$ cat config.mk
export PLATFORM = sky130hd
export DESIGN_NAME = julian_date_to_calendar
export DESIGN_NICKNAME = d
export VERILOG_FILES = /design/src/rtl/core/jdc_pkg.sv /design/src/rtl/core/julian_date_to_calendar.sv /design/src/rtl/core/jdc_cdiv.sv
export SDC_FILE = /design/constraint.sdc
export NUM_CORES = 2
export LEC_CHECK = 0
export BUFFER_PORTS_ARGS = -buffer_cell sky130_fd_sc_hd__buf_4
export CORE_MARGIN = 4
export CORE_UTILIZATION = 35
export CTS_CLUSTER_SIZE = 16
export DETAILED_ROUTE_END_ITERATION = 8
export HOLD_SLACK_MARGIN = 0.08
export PLACE_DENSITY = 0.47
export SLEW_MARGIN = 10
export SYNTH_ARGS = -nofsm -noshare
export SYNTH_HDL_FRONTEND = slang
export SYNTH_SLANG_ARGS = --single-unit
$ cat constraint.sdc
create_clock -name clk -period 21.7 [get_ports clk]
set_input_delay 1.085 -clock clk [delete_from_list [all_inputs] [get_ports clk]]
set_output_delay 1.085 -clock clk [all_outputs]
set_load 0.02 [all_outputs]
$ cat src/rtl/core/jdc_pkg.sv
package jdc_pkg;

    // Reset value of the cutover register: first Gregorian day number
    localparam int CUTOVER_RESET = 2299161;

    // alpha = floor((4*Z - 7468865) / 146097), biased by 52 divisors so the
    // numerator never goes negative: alpha = floor((4*Z + 128179) / 146097) - 52
    localparam int ALPHA_BIAS = 128179;
    localparam int ALPHA_DIV  = 146097;

    // B = Z + 1524 (Julian), B = Z + q - floor(q/4) + 1486 (Gregorian, biased q)
    localparam int JULIAN_B_OFFSET = 1524;
    localparam int GREG_B_OFFSET   = 1486;

    // C = floor((20*B - 2442) / 7305)
    localparam int C_SCALE = 20;
    localparam int C_BIAS  = 2442;
    localparam int C_DIV   = 7305;

    // D = floor(1461*C / 4)
    localparam int D_MUL = 1461;

    // Day within the shifted year (B - D) always fits in 9 bits
    localparam int BD_W  = 9;
    localparam int E_MAX = 15;

    // Month and year from E
    localparam int E_WRAP          = 14;
    localparam int E_MONTH_EARLY   = 1;
    localparam int E_MONTH_LATE    = 13;
    localparam int MONTH_FEB       = 2;
    localparam int YEAR_BIAS_LATE  = 4716;
    localparam int YEAR_BIAS_EARLY = 4715;

    // 86400 = 675 * 2^7
    localparam int SEC_SCALE      = 675;
    localparam int SEC_SCALE_LOG2 = 7;
    localparam int SECS_W         = 17;
    localparam int DAY_SECS_MAX   = 86399;
    localparam int SECS_PER_HOUR  = 3600;
    localparam int HOUR_W         = 5;
    localparam int HOUR_REM_W     = 12;
    localparam int SECS_PER_MIN   = 60;
    localparam int MIN_W          = 6;
    localparam int SEC_W          = 6;

    // Cycles from an accepted start to its done strobe
    localparam int LATENCY = 11;

    typedef logic [BD_W-1:0] day_off_t;

    // floor(30.6001 * e)
    function automatic day_off_t month_base(input logic [3:0] e);
        day_off_t base;
        case (e)
            4'd1:    base = day_off_t'(30);
            4'd2:    base = day_off_t'(61);
            4'd3:    base = day_off_t'(91);
            4'd4:    base = day_off_t'(122);
            4'd5:    base = day_off_t'(153);
            4'd6:    base = day_off_t'(183);
            4'd7:    base = day_off_t'(214);
            4'd8:    base = day_off_t'(244);
            4'd9:    base = day_off_t'(275);
            4'd10:   base = day_off_t'(306);
            4'd11:   base = day_off_t'(336);
            4'd12:   base = day_off_t'(367);
            4'd13:   base = day_off_t'(397);
            4'd14:   base = day_off_t'(428);
            4'd15:   base = day_off_t'(459);
            default: base = '0;
        endcase
        return base;
    endfunction

endpackage

$ cat src/rtl/core/julian_date_to_calendar.sv
// Channel   Direction  Signals                                   Beat taken when
// -------   ---------  ----------------------------------------  ------------------------
// request   in         start, busy, julian_date_fixed            start && !busy
// result    out        done, cal_year .. clock_second            done (one cycle, no hold)
// config    in         cfg_valid, cfg_ready, cfg_data            cfg_valid && cfg_ready
//
// Each accepted start reaches its done strobe through the eleven register stages
// of the date path (two constant dividers of three stages each plus five single
// stages). One date enters every cycle; busy stays low.
// Reset clears the valid bits of every stage and loads the cutover register.
// The result beat cannot be held off, so the pipeline never stalls.
module julian_date_to_calendar #(
    parameter int FRACTION_BITS = 32,
    parameter int DAY_BITS      = 23
) (
    input  logic                              clk,
    input  logic                              rst_n,
    input  logic                              start,
    output logic                              busy,
    input  logic [DAY_BITS+FRACTION_BITS-1:0] julian_date_fixed,
    input  logic                              cfg_valid,
    output logic                              cfg_ready,
    input  logic [DAY_BITS-1:0]               cfg_data,
    output logic                              done,
    output logic signed [14:0]                cal_year,
    output logic [3:0]                        cal_month,
    output logic [4:0]                        cal_day,
    output logic [4:0]                        clock_hour,
    output logic [5:0]                        clock_minute,
    output logic [5:0]                        clock_second
);

    localparam int ZW  = DAY_BITS + 1;
    localparam int N1W = DAY_BITS + 3;
    localparam int Q1W = DAY_BITS - 14;
    localparam int BW  = DAY_BITS + 1;
    localparam int N2W = DAY_BITS + 6;
    localparam int CW  = DAY_BITS - 6;
    localparam int DPW = CW + 11;
    localparam int DW  = CW + 9;
    localparam int TPW = FRACTION_BITS + 10;
    localparam int SW  = jdc_pkg::SECS_W;
    localparam int BDW = jdc_pkg::BD_W;

    typedef struct packed {
        logic [ZW-1:0]  z;
        logic           greg;
        logic [TPW-1:0] tprod;
    } s1_side_t;

    // ---------------- configuration ----------------
    logic [DAY_BITS-1:0] cutover_reg;

    assign cfg_ready = 1'b1;
    assign busy      = 1'b0;

    always_ff @(posedge clk or negedge rst_n)
    begin
        if (!rst_n)
            cutover_reg <= DAY_BITS'(jdc_pkg::CUTOVER_RESET);
        else if (cfg_valid && cfg_ready)
            cutover_reg <= cfg_data;
    end

    // ---------------- stage 1: noon shift, calendar select ----------------
    logic [FRACTION_BITS:0] fsum;
    logic [ZW-1:0]          z_next;
    logic                   greg_next;
    logic [N1W-1:0]         n1_next;
    logic [TPW-1:0]         tprod_next;

    logic                   v1_reg;
    logic [N1W-1:0]         n1_reg;
    s1_side_t               side1_reg;

    assign fsum       = {1'b0, julian_date_fixed[FRACTION_BITS-1:0]}
                      + {2'b01, {(FRACTION_BITS-1){1'b0}}};
    assign z_next     = {1'b0, julian_date_fixed[DAY_BITS+FRACTION_BITS-1:FRACTION_BITS]}
                      + ZW'(fsum[FRACTION_BITS]);
    assign greg_next  = (z_next >= {1'b0, cutover_reg});
    assign n1_next    = {z_next, 2'b00} + N1W'(jdc_pkg::ALPHA_BIAS);
    assign tprod_next = TPW'(fsum[FRACTION_BITS-1:0]) * TPW'(jdc_pkg::SEC_SCALE);

    always_ff @(posedge clk or negedge rst_n)
    begin
        if (!rst_n)
            v1_reg <= 1'b0;
        else
            v1_reg <= start && !busy;
    end

    always_ff @(posedge clk)
    begin
        n1_reg          <= n1_next;
        side1_reg.z     <= z_next;
        side1_reg.greg  <= greg_next;
        side1_reg.tprod <= tprod_next;
    end

    // ---------------- alpha divider ----------------
    logic           d1_valid;
    logic [Q1W-1:0] q1;
    s1_side_t       d1_side;

    jdc_cdiv #(
        .N_W     (N1W),
        .DIVISOR (jdc_pkg::ALPHA_DIV),
        .Q_W     (Q1W),
        .SIDE_W  ($bits(s1_side_t))
    ) u_alpha_div (
        .clk       (clk),
        .rst_n     (rst_n),
        .in_valid  (v1_reg),
        .num       (n1_reg),
        .side_in   (side1_reg),
        .out_valid (d1_valid),
        .quot      (q1),
        .rem       (),
        .side_out  (d1_side)
    );

    // ---------------- stage 2: B, C numerator, seconds of day ----------------
    logic [BW-1:0]  b_next;
    logic [N2W-1:0] n2_next;
    logic [TPW-1:0] trnd;
    logic [SW-1:0]  secs_raw;
    logic [SW-1:0]  secs_next;

    logic           v2_reg;
    logic [N2W-1:0] n2_reg;
    logic [BW-1:0]  b2_reg;
    logic [SW-1:0]  secs2_reg;

    assign b_next = d1_side.greg
                  ? (d1_side.z + BW'(q1 - (q1 >> 2)) + BW'(jdc_pkg::GREG_B_OFFSET))
                  : (d1_side.z + BW'(jdc_pkg::JULIAN_B_OFFSET));
    assign n2_next = N2W'(b_next) * N2W'(jdc_pkg::C_SCALE) - N2W'(jdc_pkg::C_BIAS);

    // Round to nearest second; 86400 folds to 675 << 7
    assign trnd     = d1_side.tprod
                    + (TPW'(1) << (FRACTION_BITS - jdc_pkg::SEC_SCALE_LOG2 - 1));
    assign secs_raw = trnd[FRACTION_BITS+9 : FRACTION_BITS-jdc_pkg::SEC_SCALE_LOG2];
    // Hold a round-up to midnight at the last second of the day
    assign secs_next = (secs_raw > SW'(jdc_pkg::DAY_SECS_MAX))
                     ? SW'(jdc_pkg::DAY_SECS_MAX) : secs_raw;

    always_ff @(posedge clk or negedge rst_n)
    begin
        if (!rst_n)
            v2_reg <= 1'b0;
        else
            v2_reg <= d1_valid;
    end

    always_ff @(posedge clk)
    begin
        n2_reg    <= n2_next;
        b2_reg    <= b_next;
        secs2_reg <= secs_next;
    end

    // ---------------- C divider and hour divider, side by side ----------------
    logic          d2_valid;
    logic [CW-1:0] c_q;
    logic [BW-1:0] b_d2;

    jdc_cdiv #(
        .N_W     (N2W),
        .DIVISOR (jdc_pkg::C_DIV),
        .Q_W     (CW),
        .SIDE_W  (BW)
    ) u_c_div (
        .clk       (clk),
        .rst_n     (rst_n),
        .in_valid  (v2_reg),
        .num       (n2_reg),
        .side_in   (b2_reg),
        .out_valid (d2_valid),
        .quot      (c_q),
        .rem       (),
        .side_out  (b_d2)
    );

    logic                       hr_valid;
    logic [jdc_pkg::HOUR_W-1:0] hr_q;
    logic [SW-1:0]              hr_rem;

    jdc_cdiv #(
        .N_W     (SW),
        .DIVISOR (jdc_pkg::SECS_PER_HOUR),
        .Q_W     (jdc_pkg::HOUR_W),
        .SIDE_W  (1)
    ) u_hour_div (
        .clk       (clk),
        .rst_n     (rst_n),
        .in_valid  (v2_reg),
        .num       (secs2_reg),
        .side_in   (1'b0),
        .out_valid (hr_valid),
        .quot      (hr_q),
        .rem       (hr_rem),
        .side_out  ()
    );

    // Minute divider runs alongside the last three date stages
    logic [jdc_pkg::MIN_W-1:0]      mn_q;
    logic [jdc_pkg::HOUR_REM_W-1:0] mn_rem;
    logic [jdc_pkg::HOUR_W-1:0]     hr_out;

    jdc_cdiv #(
        .N_W     (jdc_pkg::HOUR_REM_W),
        .DIVISOR (jdc_pkg::SECS_PER_MIN),
        .Q_W     (jdc_pkg::MIN_W),
        .SIDE_W  (jdc_pkg::HOUR_W)
    ) u_min_div (
        .clk       (clk),
        .rst_n     (rst_n),
        .in_valid  (hr_valid),
        .num       (hr_rem[jdc_pkg::HOUR_REM_W-1:0]),
        .side_in   (hr_q),
        .out_valid (),
        .quot      (mn_q),
        .rem       (mn_rem),
        .side_out  (hr_out)
    );

    // ---------------- stage 3: D = floor(1461*C / 4) ----------------
    logic [DPW-1:0] dprod;

    logic           v3_reg;
    logic [CW-1:0]  c3_reg;
    logic [BW-1:0]  b3_reg;
    logic [DW-1:0]  d3_reg;

    assign dprod = DPW'(c_q) * DPW'(jdc_pkg::D_MUL);

    always_ff @(posedge clk or negedge rst_n)
    begin
        if (!rst_n)
            v3_reg <= 1'b0;
        else
            v3_reg <= d2_valid;
    end

    always_ff @(posedge clk)
    begin
        c3_reg <= c_q;
        b3_reg <= b_d2;
        d3_reg <= dprod[DPW-1:2];
    end

    // ---------------- stage 4: E from the day offset ----------------
    logic [DW-1:0]  bd_full;
    logic [BDW-1:0] bd_next;
    logic [3:0]     e_next;

    logic           v4_reg;
    logic [CW-1:0]  c4_reg;
    logic [BDW-1:0] bd4_reg;
    logic [3:0]     e4_reg;

    // E counts the month bases strictly below the day offset
    always_comb
    begin
        bd_full = DW'(b3_reg) - d3_reg;
        bd_next = bd_full[BDW-1:0];
        e_next  = '0;
        for (int i = 1; i <= jdc_pkg::E_MAX; i++)
        begin
            if (bd_next > jdc_pkg::month_base(4'(i)))
                e_next = e_next + 4'd1;
        end
    end

    always_ff @(posedge clk or negedge rst_n)
    begin
        if (!rst_n)
            v4_reg <= 1'b0;
        else
            v4_reg <= v3_reg;
    end

    always_ff @(posedge clk)
    begin
        c4_reg  <= c3_reg;
        bd4_reg <= bd_next;
        e4_reg  <= e_next;
    end

    // ---------------- stage 5: day, month, year ----------------
    logic [BDW-1:0] day_full;
    logic [3:0]     month_next;
    logic [CW:0]    year_full;

    logic           done_reg;
    logic [14:0]    year_reg;
    logic [3:0]     month_reg;
    logic [4:0]     day_reg;

    assign day_full   = bd4_reg - jdc_pkg::month_base(e4_reg);
    assign month_next = (e4_reg < 4'(jdc_pkg::E_WRAP))
                      ? (e4_reg - 4'(jdc_pkg::E_MONTH_EARLY))
                      : (e4_reg - 4'(jdc_pkg::E_MONTH_LATE));
    assign year_full  = (CW+1)'(c4_reg)
                      - ((month_next > 4'(jdc_pkg::MONTH_FEB))
                         ? (CW+1)'(jdc_pkg::YEAR_BIAS_LATE)
                         : (CW+1)'(jdc_pkg::YEAR_BIAS_EARLY));

    always_ff @(posedge clk or negedge rst_n)
    begin
        if (!rst_n)
            done_reg <= 1'b0;
        else
            done_reg <= v4_reg;
    end

    always_ff @(posedge clk)
    begin
        year_reg  <= year_full[14:0];
        month_reg <= month_next;
        day_reg   <= day_full[4:0];
    end

    assign done         = done_reg;
    assign cal_year     = $signed(year_reg);
    assign cal_month    = month_reg;
    assign cal_day      = day_reg;
    assign clock_hour   = hr_out;
    assign clock_minute = mn_q;
    assign clock_second = mn_rem[jdc_pkg::SEC_W-1:0];

endmodule

$ cat src/rtl/core/jdc_cdiv.sv
// Three-stage divider by a constant: reciprocal multiply, back-multiply,
// one correction step. Side data rides along with the valid bit.
module jdc_cdiv #(
    parameter int N_W     = 26,
    parameter int DIVISOR = 146097,
    parameter int Q_W     = 9,
    parameter int SIDE_W  = 1
) (
    input  logic              clk,
    input  logic              rst_n,
    input  logic              in_valid,
    input  logic [N_W-1:0]    num,
    input  logic [SIDE_W-1:0] side_in,
    output logic              out_valid,
    output logic [Q_W-1:0]    quot,
    output logic [N_W-1:0]    rem,
    output logic [SIDE_W-1:0] side_out
);

    localparam int M_W = N_W - $clog2(DIVISOR) + 1;
    localparam int P_W = N_W + M_W;
    localparam logic [M_W-1:0] RECIP = M_W'((64'd1 << N_W) / 64'(DIVISOR));

    logic              va_reg;
    logic              vb_reg;
    logic              vc_reg;
    logic [P_W-1:0]    prod_a_reg;
    logic [N_W-1:0]    num_a_reg;
    logic [SIDE_W-1:0] side_a_reg;
    logic [Q_W-1:0]    qe_b_reg;
    logic [N_W-1:0]    qd_b_reg;
    logic [N_W-1:0]    num_b_reg;
    logic [SIDE_W-1:0] side_b_reg;
    logic [Q_W-1:0]    quot_reg;
    logic [N_W-1:0]    rem_reg;
    logic [SIDE_W-1:0] side_c_reg;

    logic [P_W-1:0]    prod_next;
    logic [Q_W-1:0]    qe_next;
    logic [N_W-1:0]    qd_next;
    logic [N_W-1:0]    diff;
    logic              fix;
    logic [Q_W-1:0]    quot_next;
    logic [N_W-1:0]    rem_next;

    // Estimate is the true quotient or one below it
    assign prod_next = P_W'(num) * P_W'(RECIP);
    assign qe_next   = prod_a_reg[N_W +: Q_W];
    assign qd_next   = N_W'(qe_next) * N_W'(DIVISOR);

    assign diff      = num_b_reg - qd_b_reg;
    assign fix       = (diff >= N_W'(DIVISOR));
    assign quot_next = qe_b_reg + Q_W'(fix);
    assign rem_next  = fix ? (diff - N_W'(DIVISOR)) : diff;

    always_ff @(posedge clk or negedge rst_n)
    begin
        if (!rst_n)
        begin
            va_reg <= 1'b0;
            vb_reg <= 1'b0;
            vc_reg <= 1'b0;
        end
        else
        begin
            va_reg <= in_valid;
            vb_reg <= va_reg;
            vc_reg <= vb_reg;
        end
    end

    always_ff @(posedge clk)
    begin
        prod_a_reg <= prod_next;
        num_a_reg  <= num;
        side_a_reg <= side_in;
        qe_b_reg   <= qe_next;
        num_b_reg  <= num_a_reg;
        side_b_reg <= side_a_reg;
        quot_reg   <= quot_next;
        rem_reg    <= rem_next;
        side_c_reg <= side_b_reg;
    end

    // Back-multiply registered apart from the estimate
    always_ff @(posedge clk)
    begin
        qd_b_reg <= qd_next;
    end

    assign out_valid = vc_reg;
    assign quot      = quot_reg;
    assign rem       = rem_reg;
    assign side_out  = side_c_reg;

endmodule

* Word level (Yosys, flattened, before mapping)
Memory sizes are Yosys's and may differ from the RTL's. A register that Yosys moved wholly into a read port is not among the register bits. Index checks and enable logic that the tools add are counted.
Operators by class: multiplexer cells 20, $mul 11, order comparisons 23, add/sub/neg operators 38
Operators with widths (count):
- $gt A9 B9 Y1 const B | 7
- $mux W4 | 15
- $add A4 B1 Y4 const B | 13
- $add A24 B11 Y24 const B | 2
- $mul A29 B17 Y46 const B | 1
- $add A42 B25 Y42 const B | 1
- $mul A32 B10 Y42 const B | 1
- $gt A9 B8 Y1 const B | 4
- $mul A26 B9 Y35 const B | 1
- $add A32 B32 Y33 const B | 1
- $ge A29 B13 Y1 const B | 1
- $mul A17 B13 Y29 const B | 1
- $sub A29 B12 Y29 const B | 1
- $sub A29 B29 Y29 | 1
- $mul A24 B3 Y27 const B | 1
- $add A26 B17 Y26 const B | 1
- $ge A26 B18 Y1 const B | 1
- $mul A9 B18 Y26 const B | 1
- $sub A26 B26 Y26 | 1
- $add A23 B1 Y24 | 1
- $add A24 B24 Y24 | 1
- $ge A24 B23 Y1 | 1
- $mux W24 | 1
- $mul A17 B4 Y20 const B | 1
- other kinds (31) | 32
Storage, ports and cells: bits in read-only memories 144, input bits 82, memories kept 1, word-level logic and storage cells 156, bits in registers 961
Memory list:
- (no name shown) | depth 16, width 9, rd ports 1, clocked after Yosys merged registers in 1, write ports 0, RTL line jdc_pkg.sv:55 | case (e)

* Longest topological paths before layout
depth after elaboration 31, depth in mapped cells 51, mapped depth without buffers 51

* By module
Synthesis repeated with hierarchy kept, for this count alone.
Second synthesis, totals: cells, all modules 6157, area total of the unflattened synthesis 63193.1 um2
By module, submodules not included:
- julian_date_to_calendar | area an instance 21216.6 um2, instances 1, cells each 2348
- jdc_cdiv at u_c_div | area an instance 18965.7 um2, instances 1, cells each 1739
- jdc_cdiv at u_alpha_div | area an instance 16054.1 um2, instances 1, cells each 1461
- jdc_cdiv at u_hour_div | area an instance 3737.3 um2, instances 1, cells each 346
- jdc_cdiv at u_min_div | area an instance 3219.3 um2, instances 1, cells each 263

* Least setup slack after synthesis
Ideal clock, no wire load.
path type register -> register, from reg d3_reg[4], to reg (tool-made name), arrival time 9.147 ns, slack 12.475 ns, stages on the path, launching flop included 45, library setup time 0.079 ns, clock period less this slack 9.225 ns, cell sequence dfxtp_1 -> inv_1 -> ha_1 -> buf_6 -> a2111o_1 -> o221a_2 -> o32ai_4 -> or2_2 -> nand2_1 -> a21oi_1 -> inv_1 -> ha_1 -> or4_1 -> o211ai_4 -> ha_1 -> inv_1 -> a21oi_1 -> a41oi_1 -> [9 not listed] -> and2_1 -> a31o_1 -> a221o_1 -> a22o_1 -> ha_1 -> xnor2_1 -> nor2_1 -> a221o_1 -> ha_1 -> nand2_1 -> o311ai_0 -> xnor2_1 -> mux2_2 -> inv_1 -> ha_1 -> or3_1 -> mux2_2 -> o211ai_1
RTL lines:
- start: declaration | RTL line julian_date_to_calendar.sv:233 | logic [DW-1:0] d3_reg;
- start signal: assignment | RTL line julian_date_to_calendar.sv:249 | d3_reg <= dprod[DPW-1:2];

==> impl_metrics.tcl <==
set metrics [dict create \
    worstPathArrival_ps 10850 \
    synthTopCellsByArea "dfxtp_1 (28%), ha_1 (23%), fa_1 (17%)" \
    cts_sinks 754 \
    synth_flop_cell "dfxtp_1" \
    fin_nets 6680 \
    cpMaxStageDelayCell "or4_1" \
    cts_resized 0 \
    max_freq_mhz 97.5 \
    hold_viol 0 \
    dpl.hpwl_mm 82.5 \
    max_stage_delay_ps 580 \
    first_pass_iters 5 \
    fin_crit_sh_pct 47.2 \
    cts_buffers 88 \
    ctsLongestPathBuffers 3 \
    synthCells 5003 \
    ant_nets 0 \
    critPathKind "reg -> reg" \
    synth_edf_count 0 \
    drive_gt1_share_pct 6.83 \
    area_growth_pct 12.2 \
    r2r_setup_slack_ps 11450 \
    async_flop_share_pct 4.51 \
    ctsHoldBuffers 0 \
    setup-violations-final 0 \
    ios 126 \
    final_max_slew_viol_count 0 \
    grt_usage_pct 13.6 \
    ys_warn_count 0 \
    cp_max_fo 12 \
    final.fill_count 14440 \
    clk_latency_ps 680 \
    num_rows 141 \
    vias 32278 \
    syn_avg_cell_area_um2 10.4 \
    htreeDepth 3 \
    grt_pass1_vias 33925 \
    setup-tns-final_ps 0 \
    min-delay-start "u_alpha_div.side_a_reg[29]" \
    port-buffer-count 123 \
    syn_nets 6483 \
    avgViaCountPerCell 4.48 \
    hold_end "u_alpha_div.side_b_reg[29]" \
    tightest_slew_ps 1020 \
    status "finished, final reports clean" \
    required_ps 22300 \
    reg2reg_depth 44 \
    die_area_um2 155000 \
    diodes 0 \
    synth.cell_area_um2 52000 \
    overflow 0 \
    critPathCaptureType "flop" \
    slew_headroom_pct 31.5 \
    postCtsSetupRepairBufs 0 \
    cts-root-buf "clkbuf_16" \
    synthDominantCellAreaShare_pct 27.7 \
    cts_tree "built" \
    dr.first_iter.drc_count 1153 \
    worstHoldPathType "reg -> reg" \
    synth-seq-cells 754 \
    wirelength_mm 102 \
    die_h_um 394 \
    grt_pass1_wl_mm 174 \
    min_period_ps 10250 \
    rr_startpoint "b3_reg[0]" \
    grt_max_degree 49 \
    drcViolationCount 0 \
    yosysUniqueCellTypes 106 \
    seq_area_frac_synth_pct 29.4 \
    initial_core_util_pct 35.2 \
    yosysMostFrequentCell "ha_1" \
    cts.clk_slew.worst_paths_ps 60 \
    holdPathStages 0 \
    gp_congestion 0.803 \
    clock_skew_ps 35.2 \
    cp_common_cell "ha_1" \
    grt_antenna_before_repair 2 \
    grt_setup_unrepaired "no" \
    synth_top_area_cell "dfxtp_1" \
    synth_commonest_cells "ha_1 (949), inv_1 (935), dfxtp_1 (720), fa_1 (449), xnor2_1 (261)" \
    die_w_um 394 \
    coreArea_um2 148000 \
    detail_route.wl_per_cell_um 14.2 \
    max-cap-violations 0 \
    critPathLaunchType "flop" \
]
-- kinds of logic after synthesis --
family,count (synthesis),synth area share (%)
and+or+nand+nor,764,7.11
DFF,754,29.4
xor gates and xnor gates,392,6.84
AOI/OAI and AO/OA,709,9.06
muxes,23,0.539
adders and majority gates,1398,40.1
other,2,0.0144
buffers and inverters,961,6.99
-- worst max-delay path, delay by kind of cell (launching register included) --
| family | cells | cell delay (ps) |
|---|---|---|
| xor+xnor | 3 | 490 |
| fa+ha+maj | 9 | 2670 |
| flops | 1 | 300 |
| simple gates | 11 | 2610 |
| buf+inv | 4 | 290 |
| mux | 2 | 500 |
| compound gates | 15 | 3340 |
-- area by class of cell --
| type | count | area (µm²) | share of cell area (%) |
|---|---|---|---|
| flip-flops and latches | 754 | 15300 | 26.2 |
| repair buffers | 130 | 976 | 1.67 |
| clock buffers | 114 | 2480 | 4.25 |
| inverters | 938 | 3520 | 6.03 |
| multi-input cells | 3288 | 33100 | 56.8 |
| well taps | 1930 | 2410 | 4.14 |
| clock inverters | 48 | 567 | 0.971 |
-- through the flow --
step                      instance area [µm²]  worst slack [ps]  std cells  hold WS, ps  utilization, %
after floorplan                         52000             12470       5003          310               -
after global placement                  55300             11680       7040          310            37.5
after detailed placement                55300             11500       7040          312            37.5
after CTS                               58400             11460       7202          289            39.5
after global routing                    58400             10720       7202          315            39.5
final                                   58400             11450       7202          307            39.5
-- layout by cell type, fill, tap and decap left out, drive strengths merged, types with 14 or more instances in the layout --
master  synthesis  layout
xor2          126     126
nand2         192     192
a21o           81      81
xnor2         264     264
nand4          32      32
buf            11     130
inv           937     944
and2           19      19
o21a           43      43
nor3           69      69
clkinv          1      25
o211ai         15      15
and3           32      32
a211oi         18      18
a31oi          15      15
a21boi         19      19
dfrtp          25      25
nor2b          35      35
or2            16      16
nor2          206     206
or3            22      22
nand3          68      68
nand2b         26      26
dfxtp         720     720
o31ai          15      15
ha            949     949
a21oi         216     216
o21bai         34      34
mux2i          14      14
o21ai         144     144
clkbuf         12     114
fa            449     449
-- routing by layer --
metal | track usage, % | vias to the layer above | wire length [µm]
li1 | - | 16867 | -
met1 | 19.6 | 14981 | 52800
met2 | 21.6 | 308 | 44700
met3 | 1.90 | 122 | 2770
met4 | 3.24 | 0 | 1750
met5 | 0 | - | 0
-- how the worst max path moves through the flow --
stage	from	end	slack (ps)	depth (start not counted)
6_report	b3_reg[0]	flop	11450	44
2_1_floorplan	d3_reg[4]	flop	12470	44
3_3_place_gp	b3_reg[0]	flop	11680	44
4_1_cts	b3_reg[0]	flop	11460	44
5_1_grt	b3_reg[0]	flop	10720	47
3_5_place_dp	d3_reg[4]	flop	11500	43
Power is left out: the tool's default activity adds up to more than one toggle a clock period on the data nets, which glitch-free logic cannot reach.
